**src/rtl/assert_macros.svh**
```systemverilog
// assertion macros used by the screen writer sequencer
`ifndef ASSERT_MACROS_SVH
`define ASSERT_MACROS_SVH

// property that must hold at every edge outside reset
`define ASSERT_ALWAYS(label, clk, rst, prop, msg) \
   label: assert property (@(posedge clk) disable iff (rst) (prop)) else $error(msg);

// antecedent implies consequent in the same cycle
`define ASSERT_IMPLY(label, clk, rst, ante, cons, msg) \
   label: assert property (@(posedge clk) disable iff (rst) (ante) |-> (cons)) else $error(msg);

// antecedent implies consequent in the next cycle
`define ASSERT_NEXT(label, clk, rst, ante, cons, msg) \
   label: assert property (@(posedge clk) disable iff (rst) (ante) |=> (cons)) else $error(msg);

`endif

```
**src/rtl/tscw_pkg.sv**
```systemverilog
// package with constants, codes and types of the text screen writer
`timescale 1ns / 1ps
`default_nettype none

package tscw_pkg;

   localparam int COLUMNS_DEF = 80;
   localparam int ROWS_DEF    = 24;

   localparam int REQ_TYPE_W  = 1;
   localparam int CHAR_W      = 9;
   localparam int ADDR_W      = 11;
   localparam int CURSOR_W    = 11;
   localparam int CELL_W      = 16;
   localparam int ATTR_W      = 8;
   localparam int GLYPH_W     = 8;

   localparam logic [REQ_TYPE_W-1:0] REQ_PUT  = 1'b0;
   localparam logic [REQ_TYPE_W-1:0] REQ_READ = 1'b1;

   localparam logic [CHAR_W-1:0] CODE_NEWLINE   = 9'd10;
   localparam logic [CHAR_W-1:0] CODE_BACKSPACE = 9'h100;
   localparam logic [CHAR_W-1:0] CODE_LEFT      = 9'h0E4;
   localparam logic [CHAR_W-1:0] CODE_RIGHT     = 9'h0E5;

   localparam logic [GLYPH_W-1:0] GLYPH_SPACE = 8'h20;
   localparam logic [ATTR_W-1:0]  ATTR_RESET  = 8'h07;

   typedef struct packed {
      logic [CURSOR_W-1:0] cursor_pos;
      logic [CELL_W-1:0]   cell_data;
      logic                scrolled;
   } res_type;

endpackage

`default_nettype wire

```
**src/rtl/tscw_req_if.sv**
```systemverilog
// request channel: item type, character code and cell address
`timescale 1ns / 1ps
`default_nettype none

interface tscw_req_if;
   import tscw_pkg::*;

   logic                  valid;
   logic                  ready;
   logic [REQ_TYPE_W-1:0] req_type;
   logic [CHAR_W-1:0]     char_code;
   logic [ADDR_W-1:0]     cell_addr;

   modport source (output valid, output req_type, output char_code, output cell_addr,
                   input ready);
   modport sink (input valid, input req_type, input char_code, input cell_addr,
                 output ready);
endinterface

`default_nettype wire

```
**src/rtl/tscw_seq.sv**
```systemverilog
// sequencer: cursor update, cell writes, scroll copy and clearing sweeps
`timescale 1ns / 1ps
`default_nettype none
`include "assert_macros.svh"

module tscw_seq #(
   parameter int COLUMNS = tscw_pkg::COLUMNS_DEF,
   parameter int ROWS    = tscw_pkg::ROWS_DEF
) (
   input  logic                                  clock,
   input  logic                                  reset,
   tscw_req_if.sink                              req,
   input  logic [tscw_pkg::ATTR_W-1:0]           attr,
   output logic                                  mem_we,
   output logic [$clog2(COLUMNS*ROWS)-1:0]       mem_waddr,
   output logic [tscw_pkg::CELL_W-1:0]           mem_wdata,
   output logic [$clog2(COLUMNS*ROWS)-1:0]       mem_raddr,
   input  logic [tscw_pkg::CELL_W-1:0]           mem_rdata,
   output logic                                  res_valid,
   input  logic                                  res_ready,
   output tscw_pkg::res_type                     res
);
   import tscw_pkg::*;

   localparam int unsigned CELL_COUNT = COLUMNS * ROWS;
   localparam int AW = $clog2(CELL_COUNT);
   localparam int CW = $clog2(COLUMNS);
   localparam logic [AW-1:0] LAST_ROW_START = AW'(CELL_COUNT - COLUMNS);
   localparam logic [AW-1:0] LAST_CELL      = AW'(CELL_COUNT - 1);
   localparam logic [AW-1:0] COLUMNS_A      = AW'(COLUMNS);
   localparam logic [CW-1:0] COL_MAX        = CW'(COLUMNS - 1);

   typedef enum logic [4:0] {
      ST_CLEAR = 5'b00001,
      ST_IDLE  = 5'b00010,
      ST_READ  = 5'b00100,
      ST_COPY  = 5'b01000,
      ST_DONE  = 5'b10000
   } state_type;

   state_type         state_ff, state_in;
   logic [AW-1:0]     pos_ff, pos_in;
   logic [CW-1:0]     col_ff, col_in;
   logic [AW-1:0]     cnt_ff, cnt_in;
   logic              pend_ff, pend_in;
   logic [AW-1:0]     wr_addr_ff, wr_addr_in;
   logic [CELL_W-1:0] data_ff, data_in;
   logic              scrolled_ff, scrolled_in;

   logic acc;
   logic last_row;
   logic at_zero;
   logic wrap;
   logic scroll;

   assign req.ready = (state_ff == ST_IDLE);
   assign acc       = req.valid && req.ready;
   assign last_row  = (pos_ff >= LAST_ROW_START);
   assign at_zero   = (pos_ff == '0);
   assign wrap      = (col_ff == COL_MAX);

   always_comb begin
      state_in    = state_ff;
      pos_in      = pos_ff;
      col_in      = col_ff;
      cnt_in      = cnt_ff;
      pend_in     = 1'b0;
      wr_addr_in  = cnt_ff;
      data_in     = data_ff;
      scrolled_in = scrolled_ff;
      scroll      = 1'b0;
      mem_we      = 1'b0;
      mem_waddr   = pos_ff;
      mem_wdata   = '0;
      mem_raddr   = AW'(req.cell_addr);

      case (state_ff)
         ST_CLEAR: begin
            mem_we    = 1'b1;
            mem_waddr = cnt_ff;
            if (cnt_ff == LAST_CELL) begin
               // the power-up sweep ends idle, the last-row clear ends with a result
               state_in = scrolled_ff ? ST_DONE : ST_IDLE;
            end else begin
               cnt_in = cnt_ff + 1'b1;
            end
         end
         ST_IDLE: begin
            if (acc) begin
               data_in     = '0;
               scrolled_in = 1'b0;
               if (req.req_type == REQ_READ) begin
                  if (32'(req.cell_addr) < CELL_COUNT) begin
                     state_in = ST_READ;
                  end else begin
                     state_in = ST_DONE;
                  end
               end else begin
                  case (req.char_code)
                     CODE_NEWLINE: begin
                        col_in = '0;
                        if (last_row) begin
                           scroll = 1'b1;
                        end else begin
                           pos_in = pos_ff - AW'(col_ff) + COLUMNS_A;
                        end
                     end
                     CODE_BACKSPACE, CODE_LEFT: begin
                        if (!at_zero) begin
                           pos_in = pos_ff - 1'b1;
                           col_in = (col_ff == '0) ? COL_MAX : col_ff - 1'b1;
                           if (req.char_code == CODE_BACKSPACE) begin
                              mem_we    = 1'b1;
                              mem_waddr = pos_ff - 1'b1;
                              mem_wdata = {attr, GLYPH_SPACE};
                           end
                        end
                     end
                     default: begin
                        // right arrow and glyphs advance; glyphs also store a cell
                        if (req.char_code != CODE_RIGHT) begin
                           mem_we    = 1'b1;
                           mem_waddr = pos_ff;
                           mem_wdata = {attr, req.char_code[GLYPH_W-1:0]};
                        end
                        if (wrap) begin
                           col_in = '0;
                           if (last_row) begin
                              scroll = 1'b1;
                           end else begin
                              pos_in = pos_ff + 1'b1;
                           end
                        end else begin
                           pos_in = pos_ff + 1'b1;
                           col_in = col_ff + 1'b1;
                        end
                     end
                  endcase
                  if (scroll) begin
                     pos_in      = LAST_ROW_START;
                     col_in      = '0;
                     scrolled_in = 1'b1;
                     cnt_in      = '0;
                     state_in    = ST_COPY;
                  end else begin
                     state_in = ST_DONE;
                  end
               end
            end
         end
         ST_READ: begin
            data_in  = mem_rdata;
            state_in = ST_DONE;
         end
         ST_COPY: begin
            // read one row below, write the cell read in the previous cycle
            mem_raddr = cnt_ff + COLUMNS_A;
            mem_we    = pend_ff;
            mem_waddr = wr_addr_ff;
            mem_wdata = mem_rdata;
            if (cnt_ff == LAST_ROW_START) begin
               state_in = ST_CLEAR;
            end else begin
               pend_in    = 1'b1;
               wr_addr_in = cnt_ff;
               cnt_in     = cnt_ff + 1'b1;
            end
         end
         ST_DONE: begin
            if (res_ready) begin
               state_in = ST_IDLE;
            end
         end
         default: begin
            state_in = ST_IDLE;
         end
      endcase
   end

   always_ff @(posedge clock) begin
      if (reset) begin
         state_ff    <= ST_CLEAR;
         pos_ff      <= '0;
         col_ff      <= '0;
         cnt_ff      <= '0;
         pend_ff     <= 1'b0;
         scrolled_ff <= 1'b0;
      end else begin
         state_ff    <= state_in;
         pos_ff      <= pos_in;
         col_ff      <= col_in;
         cnt_ff      <= cnt_in;
         pend_ff     <= pend_in;
         scrolled_ff <= scrolled_in;
      end
   end

   always_ff @(posedge clock) begin
      wr_addr_ff <= wr_addr_in;
      data_ff    <= data_in;
   end

   assign res_valid      = (state_ff == ST_DONE);
   assign res.cursor_pos = CURSOR_W'(pos_ff);
   assign res.cell_data  = data_ff;
   assign res.scrolled   = scrolled_ff;

   `ASSERT_ALWAYS(a_cursor_range, clock, reset, {1'b0, pos_ff} < (AW+1)'(CELL_COUNT), "cursor out of screen")
   `ASSERT_ALWAYS(a_col_range, clock, reset, 32'(col_ff) < COLUMNS, "cursor column out of row")
   `ASSERT_IMPLY(a_copy_cursor, clock, reset, state_ff == ST_COPY, pos_ff == LAST_ROW_START && scrolled_ff, "cursor not parked during scroll")
   `ASSERT_IMPLY(a_done_quiet, clock, reset, state_ff == ST_DONE || state_ff == ST_READ, !mem_we, "cell write while a result is pending")
   `ASSERT_NEXT(a_done_stays, clock, reset, res_valid && !res_ready, res_valid && $stable(res), "result dropped before transfer")

endmodule

`default_nettype wire

```
**src/flat_wrapper.sv**
```systemverilog
// flat-port wrapper written by rule: the top's interface ports become plain ports
module tscw_seq_flat import tscw_pkg::*;
#(
   parameter int COLUMNS = tscw_pkg::COLUMNS_DEF,
   parameter int ROWS    = tscw_pkg::ROWS_DEF
)
  (clock, reset, attr, mem_we, mem_waddr, mem_wdata, mem_raddr, mem_rdata, res_valid, res_ready, res, req_valid, req_req_type, req_char_code, req_cell_addr, req_ready);
  tscw_req_if req_i ();
  input  logic clock;
  input  logic reset;
  input  logic [tscw_pkg::ATTR_W-1:0] attr;
  output logic mem_we;
  output logic [$clog2(COLUMNS*ROWS)-1:0] mem_waddr;
  output logic [tscw_pkg::CELL_W-1:0] mem_wdata;
  output logic [$clog2(COLUMNS*ROWS)-1:0] mem_raddr;
  input  logic [tscw_pkg::CELL_W-1:0] mem_rdata;
  output logic res_valid;
  input  logic res_ready;
  output tscw_pkg::res_type res;
  input wire logic [$bits(req_i.valid)-1:0] req_valid;
  input wire logic [$bits(req_i.req_type)-1:0] req_req_type;
  input wire logic [$bits(req_i.char_code)-1:0] req_char_code;
  input wire logic [$bits(req_i.cell_addr)-1:0] req_cell_addr;
  output wire logic [$bits(req_i.ready)-1:0] req_ready;
  assign req_i.valid = req_valid;
  assign req_i.req_type = req_req_type;
  assign req_i.char_code = req_char_code;
  assign req_i.cell_addr = req_cell_addr;
  assign req_ready = req_i.ready;
  tscw_seq #(.COLUMNS(COLUMNS), .ROWS(ROWS)) u_core (.clock(clock), .reset(reset), .req(req_i), .attr(attr), .mem_we(mem_we), .mem_waddr(mem_waddr), .mem_wdata(mem_wdata), .mem_raddr(mem_raddr), .mem_rdata(mem_rdata), .res_valid(res_valid), .res_ready(res_ready), .res(res));
endmodule
```
**config.mk**
```make
export PLATFORM = sky130hd
export DESIGN_NAME = tscw_seq_flat
export DESIGN_NICKNAME = d
export VERILOG_FILES = /design/src/rtl/tscw_pkg.sv /design/src/rtl/tscw_req_if.sv /design/src/rtl/tscw_seq.sv /design/src/flat_wrapper.sv
export VERILOG_INCLUDE_DIRS = /design/src /design/src/rtl
export SDC_FILE = /design/constraint.sdc
export NUM_CORES = 1
export LEC_CHECK = 0
export BUFFER_PORTS_ARGS = -buffer_cell sky130_fd_sc_hd__buf_2
export CORE_MARGIN = 2
export CORE_UTILIZATION = 24
export DETAILED_ROUTE_END_ITERATION = 7
export GPL_ROUTABILITY_DRIVEN = 0
export PLACE_DENSITY = 0.51
export SLEW_MARGIN = 0
export SYNTH_ARGS = -nofsm -noshare
export SYNTH_HDL_FRONTEND = slang
export SYNTH_SLANG_ARGS = --single-unit
```
**constraint.sdc**
```tcl
create_clock -name clock -period 2.55 [get_ports clock]
set_input_delay 0 -clock clock [delete_from_list [all_inputs] [get_ports clock]]
set_output_delay 0 -clock clock [all_outputs]
set_load 0.02 [all_outputs]
```
* Word-level counts from Yosys, hierarchy flattened
Index checks and enable logic that the tools add are counted.
** Storage, ports and cells
- Bits in registers :: 63
- Latch bits :: 0
- Bits in writable memories :: 0
- Memory bits (read-only) :: 0
- Bits of input ports :: 49
- Output and inout bits :: 69
- Word-level logic and storage cells :: 114
- Memories kept :: 0
** Cells by class
- $add $sub $neg :: 8
- $mul :: 0
- Div/mod/pow operators :: 0
- Magnitude comparators :: 2
- Equal/unequal tests :: 23
- Shift-type cells :: 0
- Muxes and demuxes :: 58
- Bitwise gates (word level) :: 2
- Reduce and logical (&&, ||, !) cells :: 13
** Operator list (number)
- $mux 11 :: 16
- $mux 16 :: 6
- $pmux 16 s2 :: 3
- $pmux 11 s3 :: 2
- $mux 5 :: 8
- $mux 7 :: 4
- $pmux 5 s5 :: 1
- $add 11x1->11 const B :: 2
- $add 11x7->11 const B :: 2
- $eq 11x11->1 const B :: 2
- $pmux 11 s2 :: 1
- $pmux 7 s2 :: 1
- $mux 1 :: 13
- $reduce_and 6->1 :: 2
- $ge 11x11->1 const B :: 1
- $logic_not 11->1 :: 1
- $lt 11x11->1 const B :: 1
- $sub 11x1->11 const B :: 1
- $sub 11x7->11 :: 1
- $ne 2x2->1 const B :: 5
- $eq 9x4->1 const B :: 1
- $eq 9x8->1 const B :: 1
- $eq 9x9->1 const B :: 1
- $ne 9x8->1 const B :: 1
- 21 further kinds :: 29

* Longest topological paths before layout
- Depth after elaboration :: 11
- Gate-level depth with buffers :: 12
- Gate-level depth less buffers :: 12

* Worst setup path after synthesis
No wires, ideal clock.
- Path kind :: register to register
- From :: reg u_core.pos_ff[0]
- To :: reg u_core.pos_ff[9]
- Library setup time :: 0.074 ns
- Arrival :: 2.493 ns
- Required time :: 2.476 ns
- Slack :: -0.017 ns
- Cell stages (with the launch flop) :: 13
- Path buffers :: 0
- Period minus slack after synthesis :: 2.567 ns
- Cells stage by stage :: dfxtp_1 inv_1 ha_1 inv_1 ha_1 inv_1 fa_1 nor2b_1 o221ai_1 a311oi_1 o31a_1 o21ai_0 a31oi_1
** Between the ends
- Cells in the longest elaborated chain, start to end :: 9
- Elaborated cells on any way between the ends :: 22
- Those cells by class :: 4 x add/sub; 1 x order compare; 3 x eq/ne; 12 x mux; 2 x reduce/logical
** Ends and longest elaborated chain
- start: declaration :: RTL line tscw_seq.sv:42 : logic [AW-1:0] pos_ff, pos_in;
- start signal: assignment :: RTL line tscw_seq.sv:190 : pos_ff <= pos_in;
- $ge 11x11->1 :: RTL line tscw_seq.sv:58 : assign last_row = (pos_ff >= LAST_ROW_START);
- $mux 1 :: RTL line tscw_seq.sv:102, tscw_seq.sv:128
- $mux 1 :: RTL line tscw_seq.sv:126 : if (wrap) begin
- $pmux 1 s2 :: RTL line tscw_seq.sv:99 : case (req.char_code)
- $mux 1 :: RTL line tscw_seq.sv:92 : if (req.req_type == REQ_READ) begin
- $mux 1 :: RTL line tscw_seq.sv:89 : if (acc) begin
- $mux 1 :: RTL line tscw_seq.sv:77 : case (state_ff)
- $ne 4x4->1 (no source line) or $ne 3x3->1 (tied branches)
- $reduce_and 6->1 (no source line)
Several ways; a longest one is shown, not always the timed one. The select of a mux whose other input is x is not followed.
A chain may end at the register's enable or synchronous reset.

* Worst setup path after layout
- From :: reg u_core.pos_ff[1]
- To :: out mem_waddr[10]
** Between the ends
- Cells in the longest elaborated chain, start to end :: 7
- Elaborated cells on any way between the ends :: 8
- Those cells by class :: 1 x add/sub; 6 x mux; 1 x reduce/logical
** Ends and longest elaborated chain
- $sub 11x1->11 :: RTL line tscw_seq.sv:114 : mem_waddr = pos_ff - 1'b1;
- $mux 11 :: RTL line tscw_seq.sv:112 : if (req.char_code == CODE_BACKSPACE) begin
- $mux 11 (*) :: RTL line tscw_seq.sv:109 : if (!at_zero) begin
- $mux 11 (*)
- $mux 11 (*) :: RTL line tscw_seq.sv:92
- $mux 11 (*) :: RTL line tscw_seq.sv:89
- $pmux 11 s3 (*) :: RTL line tscw_seq.sv:77
- end: declaration :: RTL line flat_wrapper.sv:13 : output logic [$clog2(COLUMNS*ROWS)-1:0] mem_waddr;
Mark *: on every way between the ends. The rest lies on a longest branch, timed or not.

==> impl_metrics.yaml <==
sta:
  rsz0062_at_grt: "yes"
  hold_violations: 0
  finClkSkew_ps: 12.60
  max_slew_margin_pct: 62.77
  setup_viol: 0
  max_freq_mhz: 408.0
  setup_tns_ps: 0
  fin_crit_sh_pct: 96.11
  worst_slew_pin_slew_ps: 558.5
  holdWs_ps: 40.76
  drv_slew: 0
  period_needed_ps: 2451
logic_synthesis:
  synth_area_um2: 4926
  synth_compound_area_share_pct: 25.81
  synthTopCellsByArea: "dfxtp_1 (19%), edfxtp_1 (9.8%), ha_1 (7.9%)"
  synth_top_area_share_pct: 19.10
  synth.avg_cell_area_um2: 8.102
  synthArstFlopShare_pct: 0
  synthAdderAreaFrac_pct: 8.280
  yosysSeqAreaShare_pct: 28.85
  synthCells: 608
  synth_top_area_cell: "dfxtp_1"
  synth_enable_flop_cells: 16
  ys_seq_elements: 63
  yosys_warnings: 0
  synth_cell_types: 78
  synth_ff_type: "dfxtp_1"
  syn-num-nets: 689
  synthMuxAreaShare_pct: 2.870
  synth_xor_area_share_pct: 2.642
  synth_top_family_by_area: "compound AO/OA/AOI/OAI gates"
  yosys.area_share.simple_pct: 25.58
critical_path:
  max_stage_delay_ps: 310
  critPathKind: "flip-flop to output pin"
  cpLargestDelayFamily: "buffers and inverters"
  critPathLaunchType: "flip-flop"
  worstPathRequired_ps: 2550
  cpMaxStageDelayCell: "dfxtp_1"
  cp.arrival_ps: 2450
  cp_max_fo: 8
  endpoint_kind: "output pin"
  cp_num_buf_inv: 4
  path_cells: "buf_4, inv_1, ha_1, buf_4, nor4bb_2, a31oi_1, xor2_1, a31oi_1, o22ai_1, nand2_1, buf_2"
power:
  ir_worst_vdd_v: 0.0002138
  total_power_w: 0.002883
  power.density_nw_per_um2: 432.4
  p_leak_nw: 2.784
clocking:
  root_buffer: "clkbuf_16"
  htree_num_levels: 3
  clockBufferDepth: 2
  clk_latency_ps: 350
  numCtsBuffers: 9
  cts_tree: "done"
  clock_sink_count: 63
  clkTransAtPathRegs_ps: 60
detailed_routing:
  wl_um: 17480
  drc: 0
  final_antenna_net_count: 0
  vias: 5261
  via_per_inst: 5.030
  first_pass_iters: 5
  wl_per_cell_um: 16.71
  drt-initial-drc-count: 328
global_route:
  grt_pass1_vias: 4967
  antenna_found_initial: 0
  grt_max_degree: 25
  grt_overflow: 0
  grt_pass1_wl_um: 27320
  grtUsageTotal_pct: 15.95
flow_run:
  cap_violations: 0
run_status:
  status: "finished, final reports clean"
final_layout:
  fillCellCount: 2132
  nets: 852
  drive_gt1_share_pct: 28.35
  diodes: 0
  fin_cells: 1046
  areaGrowthSynthToFinish_pct: 35.33
  layout_commonest_cell: "buf_2"
  final_cell_mix: "buf_2 (114), nand2_1 (63), buf_4 (55)"
place:
  place_inst: 1007
  place_hpwl_um: 12860
  port_buffers: 117
floorplan:
  core_um2: 20170
  fp.dieArea_um2: 21690
  rows: 52
  dieWidth_um: 147.3
  start_util_pct: 24.42
  fp.dieH_um: 147.3
  ios: 118
hold_path:
  min_path_type: "input port to flip-flop"
[Yosys cell counts, types with 9 or more instances]
| cell type | n |
|---|---|
| dfxtp_1 | 47 |
| nand2_1 | 63 |
| o31ai_1 | 10 |
| a31oi_1 | 16 |
| nor3_1 | 25 |
| mux2i_1 | 13 |
| clkbuf_1 | 21 |
| o21ai_0 | 36 |
| a22oi_1 | 10 |
| nand3_1 | 21 |
| buf_2 | 10 |
| a22o_1 | 15 |
| nand4_1 | 9 |
| and3_1 | 12 |
| nor2_1 | 31 |
| ha_1 | 31 |
| edfxtp_1 | 16 |
| a21oi_1 | 32 |
| and2_1 | 27 |
| inv_1 | 34 |
[power by group]
part | internal (W) | switching [W] | leakage, nW | total (W)
clock | 0.000852 | 0.000492 | 0.148 | 0.00134
sequential | 0.00105 | 0.0000443 | 0.496 | 0.00110
combinational | 0.000180 | 0.000262 | 2.14 | 0.000443
total | 0.00208 | 0.000798 | 2.78 | 0.00288
[timing repair]
item                       in CTS  in global routing
resized for setup               6                 22
pin swaps                       2                  7
hold endpoints to repair       18                  0
setup buffers                   1                  3
cloned                          0                  1
hold buffers                   18                  0
setup endpoints to repair      11                 22
[routing by layer]
metal / routed length, um / GRT usage (%) / vias to the layer above
met1: 8357 / 22.15 / 2475
met5: 0 / 0 / -
li1: - / - / 2614
met4: 256 / 4.856 / 0
met3: 870 / 2.888 / 14
met2: 7998 / 25.21 / 158
[area by class of cell]
class	count	area, um^2	area share (%)
multi-input combinational	474	3281	49.21
timing repair buffer	188	1175	17.62
tap	270	337.8	5.068
inverter	35	131.4	1.971
clock inverter	6	85.08	1.276
clock buffer	10	229.0	3.435
sequential	63	1428	21.42
[worst min-delay path: cells and delay by family]
family / cells / cell delay (ps)
and+or+nand+nor: 2 / 200
buffers and inverters: 1 / 130
[cells by family (layout without fill, tap and decap cells)]
group / Yosys count / after routing
compound gates: 180 / 180
fa+ha+maj: 32 / 32
mux: 14 / 14
buf+inv: 71 / 239
simple gates: 234 / 234
flops: 63 / 63
xor+xnor: 14 / 14
[flip-flops by register name, summed over array words and instances (netlist names)]
signal	count
u_core.cnt_ff	11
u_core.data_ff	16
u_core.pend_ff	1
u_core.state_ff	5
u_core.pos_ff	11
u_core.scrolled_ff	1
u_core.wr_addr_ff	11
u_core.col_ff	7
[path summary, 6_finish.rpt]
kind | from | end | depth (start not counted) | slack (ps)
setup / recovery | u_core.pos_ff[1] | mem_waddr[10] | 11 | 100
hold / removal | req_valid | u_core.state_ff[2] | 3 | 40
setup reg to reg | u_core.col_ff[1] | u_core.pos_ff[9] | 11 | 150
hold reg to reg | u_core.cnt_ff[5] | u_core.wr_addr_ff[5] | 0 | 430
[per-stage QoR]
step / utilization [%] / instance area (um^2) / setup WS (ps)
floorplan: - / 4927 / 3.644
global placement: 30.01 / 6053 / 53.63
finish: 33.05 / 6666 / 99.12
CTS: 32.59 / 6573 / 30.89
global route: 33.05 / 6666 / -32.54
detailed placement: 30.01 / 6053 / 13.72
(Power assumes the default switching activity.)
